### config.mk
export PLATFORM = sky130hd
export DESIGN_NAME = ped_sqrt
export DESIGN_NICKNAME = d
export VERILOG_FILES = /design/src/rtl/core/assert_macros.svh /design/src/rtl/core/ped_pkg.sv /design/src/rtl/core/ped_sqrt.sv
export SDC_FILE = /design/constraint.sdc
export NUM_CORES = 2
export LEC_CHECK = 0
export BUFFER_PORTS_ARGS = -buffer_cell sky130_fd_sc_hd__buf_2
export CAP_MARGIN = 40
export CORE_AREA = 2 2 365 367
export DETAILED_ROUTE_END_ITERATION = 6
export DIE_AREA = 0 0 367 369
export PLACE_DENSITY = 0.71
export SLEW_MARGIN = 20
export SYNTH_ARGS = -nofsm -noshare
export SYNTH_HDL_FRONTEND = slang
export SYNTH_SLANG_ARGS = --single-unit
### constraint.sdc
create_clock -name clk -period 4.2 [get_ports clk]
set_clock_uncertainty 0.15 [all_clocks]
set_input_delay 0.42 -clock clk [delete_from_list [all_inputs] [get_ports clk]]
set_output_delay 0.42 -clock clk [all_outputs]
set_load 0.03 [all_outputs]
### src/rtl/core/assert_macros.svh
// Assertion macros shared by the RTL of the periodic distance block.
// No dependencies; included by the files that carry assertions.
`ifndef ASSERT_MACROS_SVH
`define ASSERT_MACROS_SVH
`ifndef SYNTHESIS
// Clocked assertion, switched off while reset is held.
`define PED_ASSERT_RST(lbl, clk, rstn, prop) \
  lbl: assert property (@(posedge clk) disable iff (!rstn) prop) \
    else $error("%m: assertion failed");
// Clocked assertion that also holds through reset.
`define PED_ASSERT_NR(lbl, clk, prop) \
  lbl: assert property (@(posedge clk) prop) else $error("%m: assertion failed");
`else
`define PED_ASSERT_RST(lbl, clk, rstn, prop)
`define PED_ASSERT_NR(lbl, clk, prop)
`endif
`endif

### src/rtl/core/ped_pkg.sv
// Package of the periodic Euclidean distance block: widths, constants, types.
// No dependencies; imported by every module of the block.
package ped_pkg;

  localparam int DIMS      = 4;
  localparam int FRAC_BITS = 12;

  localparam int VAL_W  = 24;
  localparam int SUB_W  = VAL_W + 1;
  localparam int DIFF_W = VAL_W;
  localparam int TURN_W = VAL_W + 2;
  localparam int SQ_W   = 2 * DIFF_W;
  localparam int SUM_W  = SQ_W + $clog2(DIMS);
  localparam int ROOT_W = (SUM_W + 1) / 2;
  localparam int REM_W  = ROOT_W + 2;
  localparam int DIST_W = 25;

  localparam int MASK_W     = 4;
  localparam int ADIM_W     = 3;
  localparam int CFG_IDX_W  = 2;
  localparam int CFG_DATA_W = 8;

  localparam logic [TURN_W-1:0] HALF_TURN = TURN_W'(180 * (2 ** FRAC_BITS));
  localparam logic [TURN_W-1:0] FULL_TURN = TURN_W'(360 * (2 ** FRAC_BITS));

  typedef logic signed [VAL_W-1:0] val_t;
  typedef logic [DIFF_W-1:0]       diff_t;
  typedef logic [SUM_W-1:0]        sum_t;
  typedef logic [ROOT_W-1:0]       root_t;
  typedef logic [REM_W-1:0]        rem_t;
  typedef logic [DIST_W-1:0]       dist_t;
  typedef logic [CFG_IDX_W-1:0]    cfg_idx_t;

  localparam cfg_idx_t REG_PERIODIC_MASK = cfg_idx_t'(0);
  localparam cfg_idx_t REG_ACTIVE_DIMS   = cfg_idx_t'(1);

  localparam logic [ADIM_W-1:0] ACTIVE_DIMS_RST = ADIM_W'(4);
  localparam root_t             DIST_MAX_R      = ROOT_W'(2 ** DIST_W - 1);

  typedef struct packed {
    logic [MASK_W-1:0] periodic_mask;
    logic [ADIM_W-1:0] active_dims;
  } cfg_t;

  // Pipeline control handed to each section: advance enable and incoming valid.
  typedef struct packed {
    logic en;
    logic valid;
  } pipe_ctl_t;

endpackage

### src/rtl/core/ped_sqrt.sv
// Floor square root, one result bit per pipeline stage (restoring method).
// Depends on ped_pkg.
module ped_sqrt import ped_pkg::*; (
  input  logic       clk,
  input  logic       rst_n,
  input  pipe_ctl_t  ctl_i,
  input  sum_t       sum_i,
  output logic       valid_o,
  output root_t      root_o,
  output rem_t       rem_o
);

  localparam int RAD_W = 2 * ROOT_W;

  logic [ROOT_W-1:0] v_r;
  logic [RAD_W-1:0]  rad_r  [ROOT_W-1];
  rem_t              rem_r  [ROOT_W];
  root_t             root_r [ROOT_W];

  always_ff @(posedge clk) begin
    if (!rst_n) begin
      v_r <= '0;
    end else if (ctl_i.en) begin
      v_r <= {v_r[ROOT_W-2:0], ctl_i.valid};
    end
  end

  for (genvar k = 0; k < ROOT_W; k++) begin : g_stage
    logic [RAD_W-1:0] rad_p;
    rem_t             rem_p, rem_sh, trial, rem_nxt;
    root_t            root_p, root_nxt;
    logic             ge;

    if (k == 0) begin : g_first
      assign rad_p  = RAD_W'(sum_i);
      assign rem_p  = '0;
      assign root_p = '0;
    end else begin : g_next
      assign rad_p  = rad_r[k-1];
      assign rem_p  = rem_r[k-1];
      assign root_p = root_r[k-1];
    end

    // Bring down the next two radicand bits and try root*4+1.
    assign rem_sh   = {rem_p[ROOT_W-1:0], rad_p[RAD_W-1 -: 2]};
    assign trial    = {root_p, 2'b01};
    assign ge       = rem_sh >= trial;
    assign rem_nxt  = ge ? (rem_sh - trial) : rem_sh;
    assign root_nxt = {root_p[ROOT_W-2:0], ge};

    always_ff @(posedge clk) begin
      if (ctl_i.en) begin
        rem_r[k]  <= rem_nxt;
        root_r[k] <= root_nxt;
      end
    end

    if (k < ROOT_W - 1) begin : g_rad
      always_ff @(posedge clk) begin
        if (ctl_i.en) begin
          rad_r[k] <= {rad_p[RAD_W-3:0], 2'b00};
        end
      end
    end
  end

  assign valid_o = v_r[ROOT_W-1];
  assign root_o  = root_r[ROOT_W-1];
  assign rem_o   = rem_r[ROOT_W-1];

endmodule

# Yosys cells after proc, flatten, opt, wreduce, memory -nomap -nowiden
# Memory sizes are Yosys's and may differ from the RTL's.
# Cells that the tools add are included.
# classes
muxes	27
n_addsub	25
order_cmp	25
# ops
op	n
$mux 27	25
$ge 27x27->1	24
$sub 27x27->27	24
$sub 2x1->3 const B	1
$ge 2x1->1 const B	1
$mux 1	2
# totals
ram_bits	2452
in_bits	54
memories	3
reg_bits	25
output_inout_bits	53
elab_cells	81
# memory_table
name	depth	width	read_ports	rd_clocked_by_memory_dff	write_ports	line	source
rad_r	24	48	24	0	24	ped_sqrt.sv:16	logic [RAD_W-1:0] rad_r [ROOT_W-1];
rem_r	25	27	25	0	25	ped_sqrt.sv:17	rem_t rem_r [ROOT_W];
root_r	25	25	25	0	25	ped_sqrt.sv:18	root_t root_r [ROOT_W];

# Logic depth before layout (Yosys ltp)
# An unclocked memory read counts as a cell.
# logic_depth
ltp_word	3
depth_mapped	13
depth_no_buf	11

# Worst setup path before layout
# OpenSTA, ideal clock, no wires.
# synth_path
path_kind	register -> register
startpoint	memory rem_r[0][123] (netlist bit)
endpoint	memory rem_r[0][153] (netlist bit), data pin
required_time_ps	3782
arrival_ps	3003
stages_incl_launch_ff	11
setup_time_ps	268
slack_ps	780
path_cell_list	edfxtp_1 or3_4 or4_4 or4_4 o211ai_2 or3_1 buf_4 or4b_1 buf_2 o41ai_1 o21ai_1
# synth_lines
item	line
from (decl)	ped_sqrt.sv:17

==> impl_results.md <==
- Cell taking the most area after synthesis: edfxtp_1
- Ranking of synthesized cells by instance count: edfxtp_1 (1519), inv_1 (437), a21oi_1 (395), nor2_1 (374), ha_1 (353)
- Detailed-route via count: roughly 43000
- I/O pin count: 107
- Total Nets Final: around 6300
- Die Footprint: between 100000 and 150000 um2
- Sequence of cells on the critical path: or4_1 > or4_1 > or3_1 > nor4_1 > o21a_1 > inv_2 > o311ai_1 > nor3_1 > xor2_1
- Post-synth EDFFs: approximately 1500
- Setup tns final: 0 ns
- Critical path type: reg -> reg
- # fillers: 10200
- Clk buf depth: 3
- CP Capture Type: flop
- Max-slew headroom: 0.411
- Worst r2r path cells: 9
- WHS Endpoint: rad_r[0][25]
- H-tree levels: 4
- Grt met3 use: 0.0305
- GR Util met1: 0.273
- P_leak: approximately 31 nW
- Mapped Area: 71800 um2
- Total GRT Usage: 0.207
- Share of cells above drive strength 1: 0.0843
- Worst EP arrival: roughly 4.2 ns
- Largest net degree at the start of global routing: 129
- Global-route wire length before repair: roughly 220 mm
- Slowest cell on crit path: or4_1
- FF-to-FF Start: rem_r[0][255]
- GPL Wtd Cong: 0.895
- Synth async-reset ratio: 0
- Top cells by area, synth: edfxtp_1 (64%), ha_1 (6.2%), xnor2_1 (3.4%), a21oi_1 (2.8%), xor2_1 (2.6%)
- DP HPWL: 100 mm
- GRT Max-Usage Layer: met2
- N_diodes: 0
- CP max FO: 12
- Main synth FF type: edfxtp_1
- Worst VDD drop: between 0.5 and 0.6 mV
- Num CTS Buffers: 160
- Min-delay src: sum_i[25]
- Initial DRC count: about 3400
- Cell Pwr Density: 549 nW/um2
- RSZ-0062 raised after global routing: no
- Post-route ant nets: 0
- Worst setup path startpoint: rem_r[0][255]
- Number of synthesized register bits: 1544
- HP Class: in -> reg
- Max Cap Viol: 0
- Via-per-instance ratio: 5.55
- Endpoints failing setup: 0
- Fin. max-slew vios: 0
- Req. time, crit path: ~4.6 ns
- Post-layout min period: 3.76 ns
- Met2 usage: 0.350
- Slew @ Worst Pin: between 0.8 and 0.9 ns
- Inst Count DP: 7381
- Synth cell types: 84
- Final wirelength: 141 mm
- CORE AREA: 131000 um2
- End of the worst register-to-register path: rem_r[0][288]
- Fin crit share: 0.896
- DRT Pass-1 Iters: 6
- Post-Syn Nets: about 6000
- Initial core utilization: 0.547
- Die height: about 370 um
- Drt drc: 0
- CTS tree: yes
- Clock Sinks: between 1500 and 2000
- Final hold vios: 0
- Status: complete, no violations
- Final core utilization: 0.614
- Clock slew at reported path FFs: 0.06 ns
- Sequential area share after synthesis: 0.642
- Hold path depth: 2
- Root Driver: clkbuf_16
- Share of the synthesized area in the top cell type: 0.635
- Die span in x: ~370 um
- Yosys warnings: 0
- Avg Inst Size Synth: between 10 and 15 um2
- FP Rows: about 130
- Mapped Cells: roughly 5600
- Top-count cell post-synth: edfxtp_1
- Worst-Skew Late Latency: ~0.8 ns
- CP most frequent cell: or4_1
- F_max: roughly 270 MHz
- Area grow syn2layout: 12.2%
- Reg2Reg Setup Slack: roughly 0.44 ns
- Vias in the first global route: around 42000
- Max incr delay on CP: around 0.63 ns
- CP Launch Type: flop
- Port bufs: around 110
- Total gr overflow: 0
- Initial antenna violation count: 0
- WL per Instance: ~18 um
- Fin cells: 7721
worst max-delay path: cells and delay by family (launching register included):
kind | cells | cell delay [ns]
XOR/XNOR | 1 | 0.17
flip-flops | 1 | 0.44
buffers and inverters | 1 | 0.11
AND/OR/NAND/NOR | 5 | 2.21
AO/OA/AOI/OAI | 2 | 0.40
cells by family (layout without fill, tap and decap cells):
family,after synthesis,count (layout),synth area share
simple gates,1405,1405,0.0965
mux,91,91,0.0137
other cells,1,1,0.0000522
compound gates,1130,1130,0.0969
fa+ha+maj,353,353,0.0615
flops,1544,1544,0.642
xor+xnor,493,493,0.0602
buf+inv,547,949,0.0287
state kept, by name, indices dropped and copies added, names as in the netlist:
register / cells
root_r: 325
rad_r: 600
v_r: 25
rem_r: 594
cell usage in the layout (no fill, tap or decap), types with 68 or more instances in the layout:
master     count
edfxtp_1    1519
inv_1        437
a21oi_1      393
nor2_1       374
ha_1         353
nand2_1      344
xnor2_1      277
o21ai_0      267
xor2_1       216
clkbuf_16    160
a21o_1       124
nor3_1       118
buf_2        105
nand3_1       98
nor2b_1       76
nand2b_1      70
o21a_1        68
report_power, final:
group,leakage (nW),internal [mW],switching (mW)
combinational,13.8,4.04,5.55
clock,2.47,7.76,5.99
sequential,14.8,19.6,1.32
cell type report:
type / instances / area [um2] / share of cell area
Clock inverter: 94 / 1030 / 0.0128
Multi-Input combinational cell: 3473 / 23600 / 0.293
Timing Repair Buffer: 227 / 1810 / 0.0225
Tap cell: 1755 / 2200 / 0.0273
Clock buffer: 190 / 4140 / 0.0513
Sequential cell: 1544 / 46100 / 0.572
Inverter: 438 / 1640 / 0.0204
worst max path at each step:
stage	to	slack, ns
finish	rem_r[0][288]	0.44
global route	rem_r[0][284]	0.21
CTS	rem_r[0][288]	0.47
detailed placement	rem_r[0][284]	0.46
global placement	rem_r[0][284]	0.65
floorplan	rem_r[0][153]	0.78
per-layer routing:
| metal | wire length (um) | part of all wire |
|---|---|---|
| met1 | 61000 | 0.43 |
| met2 | 69400 | 0.49 |
| met3 | 5860 | 0.042 |
| met4 | 4440 | 0.032 |
| met5 | 0 | 0 |
what timing repair did:
item | in CTS | in global routing
gates resized for setup | 0 | 0
buffers inserted | 0 | 0
endpoints found under the hold margin | 106 | 0
hold buffers | 55 | 0
through the flow:
step | total power [mW] | hold slack, ns | setup WS, ns | cell area, um2
after detailed placement | 30.7 | 0.255 | 0.465 | 74900
after floorplan | 27.7 | 0.250 | 0.780 | 71800
after global placement | 30.5 | 0.250 | 0.649 | 74800
after global routing | 46.5 | 0.127 | 0.210 | 80600
final | 44.2 | 0.161 | 0.437 | 80600
after CTS | 44.6 | 0.0886 | 0.475 | 80600
(Power assumes the default switching activity.)
