`src/rtl/core/assert_macros.svh`:
```
// Assertion macros shared by the RTL of the periodic distance block.
// No dependencies; included by the files that carry assertions.
`ifndef ASSERT_MACROS_SVH
`define ASSERT_MACROS_SVH
`ifndef SYNTHESIS
// Clocked assertion, switched off while reset is held.
`define PED_ASSERT_RST(lbl, clk, rstn, prop) \
  lbl: assert property (@(posedge clk) disable iff (!rstn) prop) \
    else $error("%m: assertion failed");
// Clocked assertion that also holds through reset.
`define PED_ASSERT_NR(lbl, clk, prop) \
  lbl: assert property (@(posedge clk) prop) else $error("%m: assertion failed");
`else
`define PED_ASSERT_RST(lbl, clk, rstn, prop)
`define PED_ASSERT_NR(lbl, clk, prop)
`endif
`endif

```
`src/rtl/core/ped_pkg.sv`:
```
// Package of the periodic Euclidean distance block: widths, constants, types.
// No dependencies; imported by every module of the block.
package ped_pkg;

  localparam int DIMS      = 4;
  localparam int FRAC_BITS = 12;

  localparam int VAL_W  = 24;
  localparam int SUB_W  = VAL_W + 1;
  localparam int DIFF_W = VAL_W;
  localparam int TURN_W = VAL_W + 2;
  localparam int SQ_W   = 2 * DIFF_W;
  localparam int SUM_W  = SQ_W + $clog2(DIMS);
  localparam int ROOT_W = (SUM_W + 1) / 2;
  localparam int REM_W  = ROOT_W + 2;
  localparam int DIST_W = 25;

  localparam int MASK_W     = 4;
  localparam int ADIM_W     = 3;
  localparam int CFG_IDX_W  = 2;
  localparam int CFG_DATA_W = 8;

  localparam logic [TURN_W-1:0] HALF_TURN = TURN_W'(180 * (2 ** FRAC_BITS));
  localparam logic [TURN_W-1:0] FULL_TURN = TURN_W'(360 * (2 ** FRAC_BITS));

  typedef logic signed [VAL_W-1:0] val_t;
  typedef logic [DIFF_W-1:0]       diff_t;
  typedef logic [SUM_W-1:0]        sum_t;
  typedef logic [ROOT_W-1:0]       root_t;
  typedef logic [REM_W-1:0]        rem_t;
  typedef logic [DIST_W-1:0]       dist_t;
  typedef logic [CFG_IDX_W-1:0]    cfg_idx_t;

  localparam cfg_idx_t REG_PERIODIC_MASK = cfg_idx_t'(0);
  localparam cfg_idx_t REG_ACTIVE_DIMS   = cfg_idx_t'(1);

  localparam logic [ADIM_W-1:0] ACTIVE_DIMS_RST = ADIM_W'(4);
  localparam root_t             DIST_MAX_R      = ROOT_W'(2 ** DIST_W - 1);

  typedef struct packed {
    logic [MASK_W-1:0] periodic_mask;
    logic [ADIM_W-1:0] active_dims;
  } cfg_t;

  // Pipeline control handed to each section: advance enable and incoming valid.
  typedef struct packed {
    logic en;
    logic valid;
  } pipe_ctl_t;

endpackage

```
`src/rtl/core/ped_sqsum.sv`:
```
// Square and sum section: one multiplier per lane, then a two-level adder tree.
// Depends on ped_pkg.
module ped_sqsum import ped_pkg::*; (
  input  logic              clk,
  input  logic              rst_n,
  input  pipe_ctl_t         ctl_i,
  input  diff_t [DIMS-1:0]  diff_i,
  output logic              valid_o,
  output sum_t              sum_o
);

  localparam int PAIRS = (DIMS + 1) / 2;

  logic [2:0]          v_r;
  logic [SQ_W-1:0]     sq_r   [DIMS];
  logic [SQ_W:0]       pair_r [PAIRS];
  sum_t                sum_nxt, sum_r;

  always_ff @(posedge clk) begin
    if (!rst_n) begin
      v_r <= '0;
    end else if (ctl_i.en) begin
      v_r <= {v_r[1:0], ctl_i.valid};
    end
  end

  for (genvar d = 0; d < DIMS; d++) begin : g_sq
    logic [SQ_W-1:0] sq_nxt;
    assign sq_nxt = SQ_W'(diff_i[d]) * SQ_W'(diff_i[d]);
    always_ff @(posedge clk) begin
      if (ctl_i.en) begin
        sq_r[d] <= sq_nxt;
      end
    end
  end

  for (genvar j = 0; j < PAIRS; j++) begin : g_pair
    logic [SQ_W:0] pair_nxt;
    if (2 * j + 1 < DIMS) begin : g_two
      assign pair_nxt = {1'b0, sq_r[2*j]} + {1'b0, sq_r[2*j+1]};
    end else begin : g_one
      assign pair_nxt = {1'b0, sq_r[2*j]};
    end
    always_ff @(posedge clk) begin
      if (ctl_i.en) begin
        pair_r[j] <= pair_nxt;
      end
    end
  end

  always_comb begin
    sum_nxt = '0;
    for (int j = 0; j < PAIRS; j++) begin
      sum_nxt = sum_nxt + SUM_W'(pair_r[j]);
    end
  end

  always_ff @(posedge clk) begin
    if (ctl_i.en) begin
      sum_r <= sum_nxt;
    end
  end

  assign valid_o = v_r[2];
  assign sum_o   = sum_r;

endmodule

```
`config.mk`:
```
export PLATFORM = sky130hd
export DESIGN_NAME = ped_sqsum
export DESIGN_NICKNAME = d
export VERILOG_FILES = /design/src/rtl/core/assert_macros.svh /design/src/rtl/core/ped_pkg.sv /design/src/rtl/core/ped_sqsum.sv
export SDC_FILE = /design/constraint.sdc
export NUM_CORES = 2
export LEC_CHECK = 0
export BUFFER_PORTS_ARGS = -buffer_cell sky130_fd_sc_hd__buf_2
export CORE_MARGIN = 3
export CORE_UTILIZATION = 60
export DETAILED_ROUTE_END_ITERATION = 16
export HOLD_SLACK_MARGIN = 0.06
export PLACE_DENSITY_LB_ADDON = 0.2
export RECOVER_POWER = 25
export REMOVE_ABC_BUFFERS = 1
export SLEW_MARGIN = 40
export SYNTH_ARGS = -nofsm -noshare
export SYNTH_HDL_FRONTEND = slang
export SYNTH_SLANG_ARGS = --single-unit
```
`constraint.sdc`:
```
create_clock -name clk -period 10.9 [get_ports clk]
set_input_delay 2.18 -clock clk [delete_from_list [all_inputs] [get_ports clk]]
set_output_delay 2.18 -clock clk [all_outputs]
set_load 0.005 [all_outputs]
```
* After elaboration in Yosys (flattened, before gate mapping)
Memories as Yosys holds them, arrays and structs flattened.
Index checks and enable logic that the tools add are counted.
** Storage, ports and cells
- Memory bits (writable) :: 290
- Output and inout port bits :: 51
- Logic and storage cells :: 13
- Register bits after elaboration :: 53
- Memories kept :: 2
** Cells by class
- Add/subtract/negate cells :: 3
- Multiplexer cells :: 2
- Multiply operators :: 4
** Memories
- sq_r :: words 4, width 48, read ports 4, clocked after memory_dff 0, write ports 4, line ped_sqsum.sv:15 : logic [SQ_W-1:0] sq_r [DIMS];
- pair_r :: words 2, width 49, read ports 2, clocked after memory_dff 0, write ports 2, line ped_sqsum.sv:16 : logic [SQ_W:0] pair_r [PAIRS];
** Operators with widths (number)
- $mul A24 B24 Y48 :: 4
- $add A48 B48 Y49 :: 2
- $add A49 B49 Y50 :: 1
- $mux W1 :: 2

* Depth between registers and ports, before layout
- Depth in word-level cells :: 2
- Gate-level depth with buffers :: 29

* Least setup slack after synthesis
No wires, ideal clock.
- Kind :: input-to-reg
- Start point :: input port diff_i[2] in the netlist's numbering
- End point :: memory sq_r[0][42] in the netlist's numbering, data pin
- Setup slack :: 1.348 ns
- Data arrival time :: 9.292 ns
- Path buffers :: 3
- Setup time :: 0.261 ns
- Required time :: 10.639 ns
- Cell stages on the path :: 29
- Cells stage by stage :: clkbuf_1 clkbuf_1 nand2_1 fa_1 inv_1 fa_1 inv_1 fa_1 inv_1 fa_1 inv_1 fa_1 inv_1 fa_1 inv_1 fa_1 inv_1 ha_1 buf_6 a21o_1 a21o_1 a2111o_1 a221oi_2 o31ai_1 a211oi_2 nor4b_1 or4b_1 a41o_1 xor2_1
** RTL lines
- start, declared :: line ped_sqsum.sv:7 : input diff_t [DIMS-1:0] diff_i,
- end, declared :: line ped_sqsum.sv:15

==> results.md <==
- P&R area growth vs syn: 4.31%
- Total wire length: approximately 200000 um
- R2r endpoint: pair_r[0][46]
- Core area: about 140000 um^2
- Clk root buf: clkbuf_16
- Fin crit period: 10.05 ns
- Antenna-violating nets left: 0
- # setup viols final: 0
- Starting DRT DRC Count: approximately 3900
- Synth unique cells: between 70 and 80
- Vias in the first global route: between 60000 and 70000
- Share of the synthesized area in the top cell type: slightly above 40%
- H-tree levels: 2
- Unrepaired setup endpoints after global routing: no
- Syn_area_per_cell: ~9.5 um^2
- CTS tree: built
- DP Worst Slack: 0.620 ns
- Final hold vios: 0
- Worst hold path cell count: 2
- Worst Max-Slew Pin Slew: between 3 and 4 ns
- DRT Pass-1 Iters: 7
- Cts hold-fix bufs: 0
- Nets: about 11000
- Synth top area cells: fa_1, ha_1, edfxtp_1
- Largest net degree at the start of global routing: around 150
- Row count: 135
- Syn. warnings: 0
- Routability cong.: between 0.9 and 1
- DR DRC count: 0
- Ys flop type: edfxtp_1
- Critical path capture point type: flop
- R2R cell count: 11
- Number of buffers created by CTS: 36
- Vias: roughly 57000
- Post-CTS Setup Bufs: 0
- Final Hold Slack: 0.523 ns
- Worst Slack Setup Final: roughly 0.85 ns
- Post-synthesis cell area: approximately 82000 um^2
- Kind of critical path: in2reg
- Req. time, crit path: 11.16 ns
- Reg clk slew, reported paths: around 0.070 ns
- Run status: finished with violations
- Relative slew slack: -137%
- HP Class: reg2reg
- Die W: approximately 380 um
- Die span in y: roughly 380 um
- Die ar.: roughly 140000 um^2
- # clock sinks: between 300 and 400
- Fmax: 99.5 MHz
- Post-synthesis sequential area ratio: 12.3%
- Final TNS setup: 0 ns
- Max Cap Viol: 3
- Violated checks: max-capacitance violations, max-slew violations
- IO Pins: around 150
- Filler cell count: about 11000
- Post-placement cell count: roughly 10000
- Post-synth EDFFs: roughly 340
- First-pass GRT wire length: 328000 um
- Via/cell ratio: approximately 5.5
- Fin crit share: 92.2%
- WL per Instance: ~19 um
- Top fanout value on the critical path: 25
- Slew Viols, Final: approximately 170
- DP HPWL: approximately 170000 um
- Synth area leader: fa_1
- Initial antenna violation count: 6
- Mapped Cells: approximately 8600
- GRT Residual Overflow: 0
- RR Startpoint: sq_r[0][3]
- Starting Density: around three fifths
- R2R Setup Slk: between 6 and 7 ns
- Worst Path Arrival: about 10 ns
- Bufs on Longest Clock Path: 3
- Synth Register Bits: 339
- Layout Cells excl Fill: between 10000 and 15000
- Post-CTS sizing: 0
- Layout cell share with drive strength beyond 1: between 3 and 4%
- Post-synth ARST share: 0%
- Total track usage: between 20% and 30%
- Clock Skews: 0.0387 ns
- Port buffer count: 150
- Hold Crit Start: v_r[0]
- Hold endpoint: v_r[0]
- Clk_lat worst skew: 0.56 ns
- Startpoint Class: input port
==> flip-flops by register name (all words and copies together), names as in the netlist <==
register  cells
v_r           3
sum_o        50
pair_r       98
sq_r        188
==> stage by stage <==
step	util, %	cell area (um^2)
2_1_floorplan	-	81300
3_3_place_gp	62.2	84500
4_1_cts	63.2	85800
5_1_grt	63.2	85800
3_5_place_dp	62.3	84600
6_report	63.2	85800
==> worst max-delay path, stage by stage <==
cell,delay [ns]
clkbuf_1,0.89
nand2_1,0.24
fa_1,0.58
inv_1,0.05
fa_1,0.53
inv_1,0.06
fa_1,0.55
inv_1,0.06
fa_1,0.51
inv_1,0.06
fa_1,0.53
inv_1,0.05
fa_1,0.49
inv_1,0.05
fa_1,0.48
inv_1,0.04
ha_1,0.34
and3_1,0.24
and3_1,0.20
o211ai_1,0.19
a2111oi_0,0.50
buf_4,0.21
o21ai_0,0.12
a21oi_1,0.35
a21oi_1,0.22
o41ai_1,0.40
xor2_1,0.17
==> per-layer routing <==
metal	wire, um	global-route usage, %	vias up
met2	97800	50.1	1786
met1	83500	40.4	29100
met3	12700	3.51	310
met5	38	0	-
li1	-	-	26000
met4	5910	7.51	6
==> cells in the final DEF, fill, tap and decap left out, types with 14 or more instances in the layout <==
cell,count
xnor2_1,210
o211ai_1,23
nand3_1,71
nand2_1,763
o21bai_1,45
or2_2,17
a31oi_1,55
ha_1,843
clkbuf_16,36
o21a_1,30
a21o_1,200
nand4_1,42
nor2_1,210
xor2_1,116
inv_1,2441
nor3_1,44
edfxtp_1,336
and2_1,454
o21ai_0,156
nand2b_1,31
nor2b_1,68
and3_1,40
buf_4,25
a211oi_1,14
a21oi_1,295
buf_2,146
o31ai_1,14
fa_1,1690
==> layout make-up <==
| class | count | area (um^2) | share of cell area, % |
|---|---|---|---|
| Multi-Input combinational cell | 5593 | 62000 | 72.3 |
| Sequential cell | 339 | 10100 | 11.8 |
| Inverter | 2442 | 9170 | 10.7 |
| Tap cell | 1781 | 2230 | 2.60 |
| Timing Repair Buffer | 179 | 980 | 1.14 |
| Clock buffer | 39 | 912 | 1.06 |
| Clock inverter | 27 | 343 | 0.400 |
| Antenna cell | 3 | 7.51 | 0.00875 |
==> cells by family (layout without fill, tap and decap cells) <==
logic type,after synthesis,in the layout,share of synthesized area [%]
other,0,3,0
AND/OR/NAND/NOR,1784,1784,10.5
multiplexers,12,12,0.152
flip-flops,339,339,12.3
buffers and inverters,2686,2687,12.3
AO/OA/AOI/OAI,938,938,7.31
XOR/XNOR,326,326,3.47
adder cells (fa/ha/maj),2533,2533,54.0
==> synthesized netlist by cell type (14+ instances only) <==
master,number
a31oi_1,55
o21bai_1,45
nand4_1,42
nand2b_1,31
o211ai_1,23
and3_1,40
clkbuf_1,240
o21a_1,30
or2_2,17
nand2_1,763
nor2b_1,68
xnor2_1,210
nand3_1,71
xor2_1,116
nor2_1,210
inv_1,2441
a21o_1,200
ha_1,843
fa_1,1690
o31ai_1,14
nor3_1,44
o21ai_0,156
edfxtp_1,336
a211oi_1,14
and2_1,456
a21oi_1,295
==> worst max-delay path by stage <==
stage,from,end,depth (start not counted)
finish,diff_i[72],sq_r[3][42],27
global placement,diff_i[38],sq_r[1][47],27
CTS,diff_i[38],sq_r[1][47],27
floorplan,diff_i[2],sq_r[0][42],24
detailed placement,diff_i[38],sq_r[1][47],27
global route,diff_i[72],sq_r[3][42],27
Power is left out: the tool's default activity adds up to more than one toggle a clock period on the data nets, which glitch-free logic cannot reach.
