### src/rtl/core/assert_macros.svh
// Assertion macros shared by the RTL of the periodic distance block.
// No dependencies; included by the files that carry assertions.
`ifndef ASSERT_MACROS_SVH
`define ASSERT_MACROS_SVH
`ifndef SYNTHESIS
// Clocked assertion, switched off while reset is held.
`define PED_ASSERT_RST(lbl, clk, rstn, prop) \
  lbl: assert property (@(posedge clk) disable iff (!rstn) prop) \
    else $error("%m: assertion failed");
// Clocked assertion that also holds through reset.
`define PED_ASSERT_NR(lbl, clk, prop) \
  lbl: assert property (@(posedge clk) prop) else $error("%m: assertion failed");
`else
`define PED_ASSERT_RST(lbl, clk, rstn, prop)
`define PED_ASSERT_NR(lbl, clk, prop)
`endif
`endif

### src/rtl/core/ped_pkg.sv
// Package of the periodic Euclidean distance block: widths, constants, types.
// No dependencies; imported by every module of the block.
package ped_pkg;

  localparam int DIMS      = 4;
  localparam int FRAC_BITS = 12;

  localparam int VAL_W  = 24;
  localparam int SUB_W  = VAL_W + 1;
  localparam int DIFF_W = VAL_W;
  localparam int TURN_W = VAL_W + 2;
  localparam int SQ_W   = 2 * DIFF_W;
  localparam int SUM_W  = SQ_W + $clog2(DIMS);
  localparam int ROOT_W = (SUM_W + 1) / 2;
  localparam int REM_W  = ROOT_W + 2;
  localparam int DIST_W = 25;

  localparam int MASK_W     = 4;
  localparam int ADIM_W     = 3;
  localparam int CFG_IDX_W  = 2;
  localparam int CFG_DATA_W = 8;

  localparam logic [TURN_W-1:0] HALF_TURN = TURN_W'(180 * (2 ** FRAC_BITS));
  localparam logic [TURN_W-1:0] FULL_TURN = TURN_W'(360 * (2 ** FRAC_BITS));

  typedef logic signed [VAL_W-1:0] val_t;
  typedef logic [DIFF_W-1:0]       diff_t;
  typedef logic [SUM_W-1:0]        sum_t;
  typedef logic [ROOT_W-1:0]       root_t;
  typedef logic [REM_W-1:0]        rem_t;
  typedef logic [DIST_W-1:0]       dist_t;
  typedef logic [CFG_IDX_W-1:0]    cfg_idx_t;

  localparam cfg_idx_t REG_PERIODIC_MASK = cfg_idx_t'(0);
  localparam cfg_idx_t REG_ACTIVE_DIMS   = cfg_idx_t'(1);

  localparam logic [ADIM_W-1:0] ACTIVE_DIMS_RST = ADIM_W'(4);
  localparam root_t             DIST_MAX_R      = ROOT_W'(2 ** DIST_W - 1);

  typedef struct packed {
    logic [MASK_W-1:0] periodic_mask;
    logic [ADIM_W-1:0] active_dims;
  } cfg_t;

  // Pipeline control handed to each section: advance enable and incoming valid.
  typedef struct packed {
    logic en;
    logic valid;
  } pipe_ctl_t;

endpackage

### src/rtl/core/ped_diff.sv
// Difference section: per-lane subtract, magnitude and angle wrap, three stages.
// Depends on ped_pkg.
module ped_diff import ped_pkg::*; (
  input  logic                clk,
  input  logic                rst_n,
  input  pipe_ctl_t           ctl_i,
  input  cfg_t                cfg_i,
  input  val_t  [DIMS-1:0]    first_i,
  input  val_t  [DIMS-1:0]    second_i,
  output logic                valid_o,
  output diff_t [DIMS-1:0]    diff_o
);

  logic [2:0] v_r;

  always_ff @(posedge clk) begin
    if (!rst_n) begin
      v_r <= '0;
    end else if (ctl_i.en) begin
      v_r <= {v_r[1:0], ctl_i.valid};
    end
  end

  assign valid_o = v_r[2];

  for (genvar d = 0; d < DIMS; d++) begin : g_lane
    logic signed [SUB_W-1:0] sub_nxt, sub_r;
    logic                    per_nxt, per1_r, per2_r;
    diff_t                   mag_nxt, mag_r;
    diff_t                   diff_nxt, diff_r;
    logic [TURN_W-1:0]       mag_ext, wrapped;
    logic                    active;

    assign active = ADIM_W'(d) < cfg_i.active_dims;

    if (d < MASK_W) begin : g_per
      assign per_nxt = cfg_i.periodic_mask[d];
    end else begin : g_noper
      assign per_nxt = 1'b0;
    end

    // Inactive lanes enter as zero and stay zero.
    assign sub_nxt = active ?
      ({first_i[d][VAL_W-1], first_i[d]} - {second_i[d][VAL_W-1], second_i[d]}) : '0;

    assign mag_nxt = sub_r[SUB_W-1] ? DIFF_W'(-sub_r) : DIFF_W'(sub_r);

    assign mag_ext  = TURN_W'(mag_r);
    assign wrapped  = (mag_ext > FULL_TURN) ? (mag_ext - FULL_TURN) : (FULL_TURN - mag_ext);
    assign diff_nxt = (per2_r && (mag_ext > HALF_TURN)) ? DIFF_W'(wrapped) : mag_r;

    always_ff @(posedge clk) begin
      if (ctl_i.en) begin
        sub_r  <= sub_nxt;
        per1_r <= per_nxt;
        mag_r  <= mag_nxt;
        per2_r <= per1_r;
        diff_r <= diff_nxt;
      end
    end

    assign diff_o[d] = diff_r;
  end

endmodule

### config.mk
export PLATFORM = sky130hd
export DESIGN_NAME = ped_diff
export DESIGN_NICKNAME = d
export VERILOG_FILES = /design/src/rtl/core/assert_macros.svh /design/src/rtl/core/ped_pkg.sv /design/src/rtl/core/ped_diff.sv
export SDC_FILE = /design/constraint.sdc
export NUM_CORES = 1
export LEC_CHECK = 0
export ABC_AREA = 1
export BUFFER_PORTS_ARGS = -buffer_cell sky130_fd_sc_hd__buf_2
export CORE_MARGIN = 2
export CORE_UTILIZATION = 40
export DETAILED_ROUTE_END_ITERATION = 6
export REMOVE_ABC_BUFFERS = 1
export SETUP_SLACK_MARGIN = 0.4
export SYNTH_ARGS = -nofsm -noshare
export SYNTH_HDL_FRONTEND = slang
export SYNTH_SLANG_ARGS = --single-unit
### constraint.sdc
create_clock -name clk -period 2.5 [get_ports clk]
set_clock_uncertainty 0.1 [all_clocks]
set_input_delay 0.25 -clock clk [delete_from_list [all_inputs] [get_ports clk]]
set_output_delay 0.25 -clock clk [all_outputs]
set_load 0.005 [all_outputs]
; After elaboration in Yosys (flattened, before gate mapping)
; Index checks and enable logic that the tools add are counted.
[totals]
regBits = 303
input_bits = 203
out_inout_bits = 97
[op_classes]
n_reduce_logical = 4
mux = 12
n_lt_le_gt_ge = 12
n_addsub = 16
[op_table]
columns = operator, n
row1 = $mux 24, 12
row2 = $sub 24x24->25, 4
row3 = $gt 24x20->1 const B, 4
row4 = $gt 24x21->1 const B, 4
row5 = $neg 24->24, 4
row6 = $sub 21x24->24 const A, 4
row7 = $sub 24x21->24 const B, 4
row8 = $lt 1x3->1 const A, 2
row9 = $lt 2x3->1 const A, 2
row10 = $logic_and 1x1->1, 4

; Depth between registers and ports, before layout
; Gate-level depths: netlist of run 1.
[depth]
depth_word = 3
mapped_depth = 14
depth_no_buf = 13

; Worst setup path before layout of run 1
; No wires, ideal clock.
[synth_path]
path_type = reg2reg
start = reg g_lane[0].mag_r[1]
end = reg g_lane[0].diff_r[19], data pin
path_slack_ps = 567
path_stages_with_launch = 11
arrival_ps = 1580
period_less_slack_ps = 1933
path_buffers = 1
setup_ps = 253
path_cell_list = edfxtp_1 -> inv_1 -> ha_1 -> nand3_1 -> nor2_4 -> nand3_1 -> nor2_2 -> nor2_4 -> buf_4 -> nand3_1 -> nand2_1
[synth_between]
elab_chain_cells = 3
elab_cells_between_ends = 7
classes_between = 2 x add/sub / 2 x order compare / 2 x mux / 1 x reduce/logical
[synth_lines]
columns = element, line_no
row1 = start: declaration, ped_diff.sv:29  ; diff_t mag_nxt, mag_r;
row2 = start signal: assignment, ped_diff.sv:56  ; mag_r <= mag_nxt;
row3 = $sub 21x24->24 (tied with other cells), ped_diff.sv:49  ; assign wrapped = (mag_ext > FULL_TURN) ? (mag_ext - FULL_TURN) : (FULL_TURN - mag_ext);
row4 = $mux 24 or $logic_and 1x1->1 (tied branches), "ped_diff.sv:49, ped_diff.sv:50"
row5 = $mux 24 *, ped_diff.sv:50  ; assign diff_nxt = (per2_r && (mag_ext > HALF_TURN)) ? DIFF_W'(wrapped) : mag_r;
row6 = net g_lane[0].diff_nxt[19], ped_diff.sv:30  ; diff_t diff_nxt, diff_r;
row7 = end signal: assignment, ped_diff.sv:58  ; diff_r <= diff_nxt;
row8 = end: declaration, ped_diff.sv:30
; The timed path passes the listed nets; every way through them passes the cells marked *.
; A chain may end at the register's enable or synchronous reset.

; Final worst setup path of run 1
[layout_path]
start = reg g_lane[2].mag_r[22]
end = reg g_lane[2].diff_r[7], data pin
[layout_between]
elab_chain_cells = 3
elab_cells_between_ends = 5
classes_between = 2 x order compare / 2 x mux / 1 x reduce/logical
[layout_lines]
columns = element, line_no
row1 = start: declaration, ped_diff.sv:29
row2 = start signal: assignment, ped_diff.sv:56
row3 = $gt 24x21->1 or $gt 24x20->1 (tied branches), "ped_diff.sv:49, ped_diff.sv:50"
row4 = $mux 24 or $logic_and 1x1->1 (tied branches), "ped_diff.sv:49, ped_diff.sv:50"
row5 = $mux 24 *, ped_diff.sv:50
row6 = net g_lane[2].diff_nxt[7], ped_diff.sv:30
row7 = end signal: assignment, ped_diff.sv:58
row8 = end: declaration, ped_diff.sv:30
; Marks and branches as above.

==> metrics, run 1 <==
GRT overflow=0; clk slew on worst S/H paths=0.05 ns; CTS HTree Levels=2; Pwr per Cell Area=627.2 nW/um2; die width=250.2 um; FP Rows=90; synth-to-layout area growth=21.63%; Post-DP HPWL=around 54,000 um; DRT Pass-1 Iters=6; IO Count=300; DRT antenna net count=0; status=finished, final reports clean; CTS tree=built; critical path cell sequence=inv_2 -> nand2_1 -> nor2_1 -> nand3_4 -> nand2_8 -> buf_12 -> o21ai_2 -> nand2_1 -> nand2_1; first-pass GRT wire length=107,500 um; Final setup viols=0; TritonCTS Buffers=38; clock tree buffer depth=3; min-delay src=second_i[0]; Worst VDD drop=0.0004333 V; routability cong.=0.9675; fin crit period=~2.0 ns; initial antenna violation count=0; TNS Setup=0 ns; number of remaining DRC errors=0; Final #Nets=4,252; Crit-path slowest cell=edfxtp_1; leakage=14.71 nW; Max Fanout on Critical Path=10; Skew-Pair Late Insertion Delay=0.56 ns; Die Area=62,610 um2; critical path class=reg2reg; Sw Share=33.47%; initial DRC count=roughly 1,500; Slew headroom=50.93%; slowest stage delay, CP=0.45 ns; Yosys top cell by area=edfxtp_1; cells after synthesis=around 3,500; flop-to-flop setup slack=0.47 ns; Clock Sinks=303; Critical Path RT=2.71 ns; switching power total=just over 6 mW; fmax=0.4914 GHz; CTS Root Cell=clkbuf_16; most common cell after layout, fill and taps aside=nand2_1; reg2reg end=g_lane[2].diff_r[7]; Flop pwr share=38.7%; Hold Crit Class=in2reg; layout cells sized above 1=17.36%; Seq cells post-synth=303; max-cap violation count=0; Cell Area, Synth=24,250 um2; Total Power=18.50 mW; Initial Util=40.33%; Internal=~12 mW; Hold Path End=g_lane[0].sub_r[0]; Synth area leaders=edfxtp_1, nand2_1, inv_1; Post-synth EDFFs=300; GR Util All Layers=21.20%; Reg-to-Reg Start=g_lane[2].mag_r[22]; Core ar.=60,130 um2; Detailed Route WL=68,670 um; commonest non-fill, non-tap cells in the layout=nand2_1, inv_1, nor2_1; fin util=49.05%; I/O Buffers=299; Die Y=~250 um; Arr. time, crit path=between 2 and 2.5 ns; top-area cell type share of the netlist area=37.15%; ys async rst share=0%; post-DR vias/cell=4.801; Clk pwr share=30.9%; syn_area_per_cell=roughly 7 um2; vias=22,755; vias in the first global route=20,798; period utilisation layout=around four fifths; Most Frequent Cell on Critical Path=nand2_1; Main synth FF type=edfxtp_1; DR WL/cell=14.49 um; final hold vios=0; Worst R2R Path Depth=9; CP endpoint kind=register; Pins Over Slew Limit=0; largest net degree at the start of global routing=56; RSZ-0062 raised after global routing=true; post-synthesis sequential area ratio=37.40%; startpoint types=register; combinational power share=a little under a third; hold path cells=3; slew at the pin with the worst max-slew slack=0.7284 ns; Synth warnings=0; Netlist cell types=49
worst max-delay path: cells and delay by family (launching register included):
kind	cells	cell delay (ns)
buffers and inverters	2	0.25
and+or+nand+nor	6	0.91
DFF	1	0.45
AOI/OAI and AO/OA	1	0.05
routing by layer:
metal | share of wire [%] | vias to the layer above | global-route usage [%]
met5 | 0 | - | 0
met3 | 4.7 | 98 | 2.463
li1 | - | 11948 | -
met2 | 47 | 575 | 35.53
met1 | 46 | 10134 | 28.71
met4 | 2.7 | 0 | 6.433
worst max path at each step:
stage | from | end | slack (ns) | cells after the start
after CTS | g_lane[0].mag_r[8] | g_lane[0].diff_r[18] | 0.37 | 9
after global placement | first_i[24] | g_lane[1].sub_r[22] | 0.23 | 14
after global routing | g_lane[0].sub_r[0] | g_lane[0].mag_r[22] | 0.33 | 9
final | g_lane[2].mag_r[22] | g_lane[2].diff_r[7] | 0.47 | 9
after floorplan | g_lane[3].mag_r[16] | g_lane[3].diff_r[19] | 0.09 | 9
after detailed placement | first_i[24] | g_lane[1].sub_r[22] | 0.19 | 14
Yosys cell counts, types with 7 or more instances:
cell / number
buf_4: 13
nor2_4: 7
nand4_1: 40
or2_2: 9
buf_2: 18
edfxtp_1: 300
o21ai_1: 11
nor3_1: 35
nor2_2: 12
a21oi_1: 141
nand3b_1: 11
nand3_1: 248
o21ai_2: 17
inv_2: 12
nor2_1: 405
nand2_2: 17
xnor2_1: 35
xor2_1: 118
inv_1: 537
o21bai_1: 14
o21ai_0: 99
ha_1: 116
nand2_1: 1178
clkbuf_1: 14
layout make-up:
type	count	area, um2
Fill cell	6141	30640
Clock inverter	24	311.5
Multi-Input combinational cell	2563	13100
Clock buffer	44	993.5
Tap cell	782	978.4
Sequential cell	303	9069
Antenna cell	1	2.502
Inverter	552	2082
Timing Repair Buffer	471	2957
cells by family (layout without fill, tap and decap cells):
family	Yosys count	after routing	synth area share, %
and+or+nand+nor	1987	1990	33.94
buffers and inverters	607	1091	10.05
DFF	303	303	37.40
AOI/OAI and AO/OA	300	300	6.775
xor gates and xnor gates	153	153	5.526
adders and majority gates	120	120	6.315
other	0	1	0
state kept, by name, indices dropped and copies added (netlist names):
register       cells
g_lane.diff_r     96
v_r                3
g_lane.mag_r      96
g_lane.per1_r      4
g_lane.per2_r      4
g_lane.sub_r     100
timing repair:
| item | 4_1_cts | 5_1_grt |
|---|---|---|
| buffers inserted | 7 | 87 |
| hold endpoints to repair | 9 | 0 |
| gates resized for setup | 18 | 87 |
| pin swaps | 5 | 22 |
| setup endpoints to repair | 83 | 116 |
| hold buffers | 9 | 0 |
| cloned | 1 | 2 |
metrics by stage:
stage / setup WS (ns) / hold slack, ns / cell area, um2 / instances
floorplan: 0.08946 / 0.2489 / 23890 / 3415
global placement: 0.2305 / 0.3013 / 26990 / 4565
detailed placement: 0.1855 / 0.3061 / 26990 / 4565
CTS: 0.3703 / 0.003797 / 28510 / 4650
global route: 0.3287 / 0.02318 / 29490 / 4739
finish: 0.4650 / 0.01511 / 29500 / 4740
power groups by stage:
stage	clock network, mW	logic [mW]	registers, mW
after floorplan	0	3.33	7.17
after global placement	0	5.07	7.29
after detailed placement	0	5.09	7.29
after CTS	5.88	5.18	7.18
after global routing	6.07	6.34	7.23
final	5.72	5.61	7.16
Note: power is estimated with default switching activity, not from simulation.
==> inputs of run 2 (changes only) <==
--- a/config.mk
+++ b/config.mk
@@ -5,7 +5,7 @@
 export SDC_FILE = /design/constraint.sdc
 export NUM_CORES = 1
 export LEC_CHECK = 0
-export ABC_AREA = 1
+export ABC_AREA = 0
 export BUFFER_PORTS_ARGS = -buffer_cell sky130_fd_sc_hd__buf_2
 export CORE_MARGIN = 2
 export CORE_UTILIZATION = 40
==> constraint.sdc (replaced) <==
create_clock -name clk -period 1.7 [get_ports clk]
set_clock_uncertainty 0.1 [all_clocks]
set_input_delay 0.17 -clock clk [delete_from_list [all_inputs] [get_ports clk]]
set_output_delay 0.17 -clock clk [all_outputs]
set_load 0.005 [all_outputs]
==> metrics, run 2 <==
IO Count=300 (unchanged); clock tree buffer depth=3 (unchanged); vias in the first global route=18,109 (-13%); startpoint types=register; FP Rows=80 (-11%); Setup crit end=g_lane[1].diff_r[21]; slowest stage delay, CP=0.55 ns (+0.10 ns); Yosys top cell by area=edfxtp_1; kind of cell adding the most delay to the critical path=simple AND/OR/NAND/NOR gates; GR Util All Layers=20.82% (-0.38 points); vias=18,266 (-20%); Most Frequent Cell on Critical Path=or4_4; Critical Path RT=1.89 ns (-0.82 ns); most frequent cell after synthesis=edfxtp_1; first-pass GRT wire length=86,530 um (-20%); layout cells sized above 1=52.66% (+35 points); post-DR vias/cell=5.115 (+6.6%); top-area cell type share of the netlist area=46.67% (+9.5 points); Synth warnings=0 (unchanged); Initial Util=40.51% (+0.18 points); post-synthesis sequential area ratio=46.99% (+9.6 points); Final WS setup=-1.292 ns (-1.757 ns); Reg-to-Reg Start=g_lane[1].mag_r[9]; final hold vios=0 (unchanged); Netlist cell types=76 (+55%); status=finished, violations left; largest net degree at the start of global routing=44 (-21%); period utilisation layout=176.0% (+95 points); critical path cell sequence=or4_4 -> or4_4 -> or2_4 -> and2_4 -> or4_4 -> a31oi_4 -> nor2_1 -> o22a_1; DRT Pass-1 Iters=5 (-1); Die Y=223.7 um (-11%); Fill cells=3,450 (-44%); CTS HTree Levels=2 (unchanged); Final #Nets=3,254 (-23%); syn_area_per_cell=10.15 um2 (+45%); Total Power=28.12 mW (+52%); Seq cells post-synth=303 (unchanged); commonest non-fill, non-tap cells in the layout=buf_4, edfxtp_1, buf_2; critical path class=reg2reg; Synth area leaders=edfxtp_1, ha_1, xnor2_1; CP endpoint kind=register; DRT antenna net count=0 (unchanged); number of remaining DRC errors=0 (unchanged); worst hold slack=0.02359 ns (+0.008476 ns); Worst VDD drop=0.0005804 V (+34%); I/O Buffers=299 (unchanged); reg2reg end=g_lane[1].diff_r[21]; synth-to-layout area growth=67.57%; DR WL/cell=16.25 um (+12%); Arr. time, crit path=3.18 ns (+0.94 ns); ys async rst share=0% (unchanged); Clock Sinks=303 (unchanged); top flop regs=g_lane.sub_r x100, g_lane.diff_r x96, g_lane.mag_r x96; Worst R2R Path Depth=8 (-1); fmax=0.3342 GHz (-32%); RSZ-0062 raised after global routing=true; largest register by flop count=g_lane.sub_r; CTS Root Cell=clkbuf_16; initial antenna violation count=0 (unchanged); CP startpoint=g_lane[1].mag_r[9]; routability cong.=0.8893 (-8.1%); Crit. path cell count=8 (-1); Detailed Route WL=58,040 um (-15%); Core ar.=47,650 um2 (-21%); die width=223.7 um (-11%); Post-synth EDFFs=300 (unchanged); TNS Setup=-123.17 ns (-123.17 ns); top cells by count, synth=edfxtp_1, xnor2_1, nor2_1; Pins Over Slew Limit=0 (unchanged); leakage=13.96 nW (-5.1%); Crit-path slowest cell=or4_4; slew at the pin with the worst max-slew slack=0.6176 ns (-0.1107 ns); Die Area=50,030 um2 (-20%); Skew-Pair Late Insertion Delay=0.54 ns (-0.02 ns); Final setup viols=191 (+191); Pwr per Cell Area=869.3 nW/um2 (+39%); Post-DP HPWL=37,670 um (-31%); GRT overflow=0 (unchanged); TritonCTS Buffers=35 (-7.9%); Hold Crit Class=in2reg; max reg flops=100 (unchanged); clk slew on worst S/H paths=0.06 ns (about the same); initial DRC count=795 (-48%); flop-to-flop setup slack=-1.29 ns (-1.76 ns); most common cell after layout, fill and taps aside=buf_4; Max Fanout on Critical Path=2 (-8); CTS tree=built; Main synth FF type=edfxtp_1; fin crit period=2.992 ns (+0.9572 ns); violated checks=setup timing; cells after synthesis=1,901 (-45%); Cell Area, Synth=19,300 um2 (-20%); Buf/Inv on CP=0 (-2); fin util=67.88% (+19 points); Slew headroom=58.51% (+7.6 points); max-cap violation count=0 (unchanged)
[run 2: cell types whose count changed in the layout (fill, tap and decap cells not counted), sizes merged, moves of 21 or more]
cell | before | now
a21o | 3 | 47
a21oi | 141 | 119
a31oi | 0 | 21
and2 | 5 | 28
buf | 462 | 1024
inv | 556 | 151
nand2 | 1199 | 146
nand2b | 1 | 23
nand3 | 255 | 27
nor2 | 424 | 152
nor2b | 0 | 27
o31ai | 6 | 32
xnor2 | 35 | 152
xor2 | 118 | 74
[run 2: routing by layer]
metal	GRT usage [%]	vias to the layer above	wire length (um)	share of wire [%]
met2	38.43	407	30810	53
met4	7.763	0	1689	2.9
met1	24.52	8750	23250	40
met3	2.859	109	2287	3.9
met5	0	-	0	0
li1	-	9000	-	-
[run 2: where the power goes]
group	switching [mW]	total (mW)	internal (mW)
Sequential	0.614	10.4	9.74
Clock	2.93	7.64	4.71
Combinational	4.83	10.1	5.30
[run 2: worst min-delay path by stage]
stage,start,cells after the start,slack [ns],end
after detailed placement,cfg_i[5],1,0.25,g_lane[2].per1_r
after global routing,second_i[49],3,-0.003,g_lane[2].sub_r[1]
after global placement,cfg_i[3],1,0.25,g_lane[0].per1_r
after floorplan,cfg_i[3],0,0.17,g_lane[0].per1_r
after CTS,second_i[49],3,-0.02,g_lane[2].sub_r[1]
final,second_i[49],3,0.02,g_lane[2].sub_r[1]
[run 2: cell families (layout without fill, tap and decap cells)]
kind of cell / after synthesis / in the layout / share of synthesized area (%)
AND/OR/NAND/NOR: 573 / 573 / 14.72
multiplexers: 10 / 10 / 0.5316
AO/OA/AOI/OAI: 474 / 474 / 15.74
buffers and inverters: 195 / 1249 / 3.838
adder cells (fa/ha/maj): 120 / 120 / 7.935
XOR/XNOR: 226 / 226 / 10.26
other: 0 / 1 / 0
flip-flops: 303 / 303 / 46.99
[run 2: per-stage QoR]
stage / instances / cell area [um2] / setup slack [ns]
after CTS: 3495 / 30240 / -1.286
after detailed placement: 3337 / 25790 / -1.357
final: 3571 / 32340 / -1.292
after floorplan: 1856 / 19120 / -1.439
after global routing: 3570 / 32340 / -1.383
after global placement: 3337 / 25790 / -1.298
[run 2: repair_timing]
action / in CTS / in global routing
setup buffers: 82 / 73
cloned: 3 / 1
pin swaps: 225 / 246
setup endpoints to repair: 356 / 378
endpoints found under the hold margin: 30 / 11
hold buffers: 12 / 2
gates resized for setup: 565 / 308
[run 2: final cells by class]
| type | count | area, um2 | share of cell area [%] |
|---|---|---|---|
| Clock inverter | 20 | 225.2 | 0.6963 |
| Tap cell | 615 | 769.5 | 2.379 |
| Timing Repair Buffer | 1038 | 7931 | 24.52 |
| Sequential cell | 303 | 9069 | 28.04 |
| Antenna cell | 1 | 2.502 | 0.007737 |
| Clock buffer | 41 | 940.9 | 2.909 |
| Multi-Input combinational cell | 1403 | 12820 | 39.63 |
| Inverter | 150 | 588.1 | 1.818 |
[run 2: worst register-to-register path, stage by stage, from the launching register on]
cell      delay (ns)
edfxtp_1        0.38
or4_4           0.55
or4_4           0.43
or2_4           0.25
and2_4          0.16
or4_4           0.49
a31oi_4         0.15
nor2_1          0.06
o22a_1          0.19
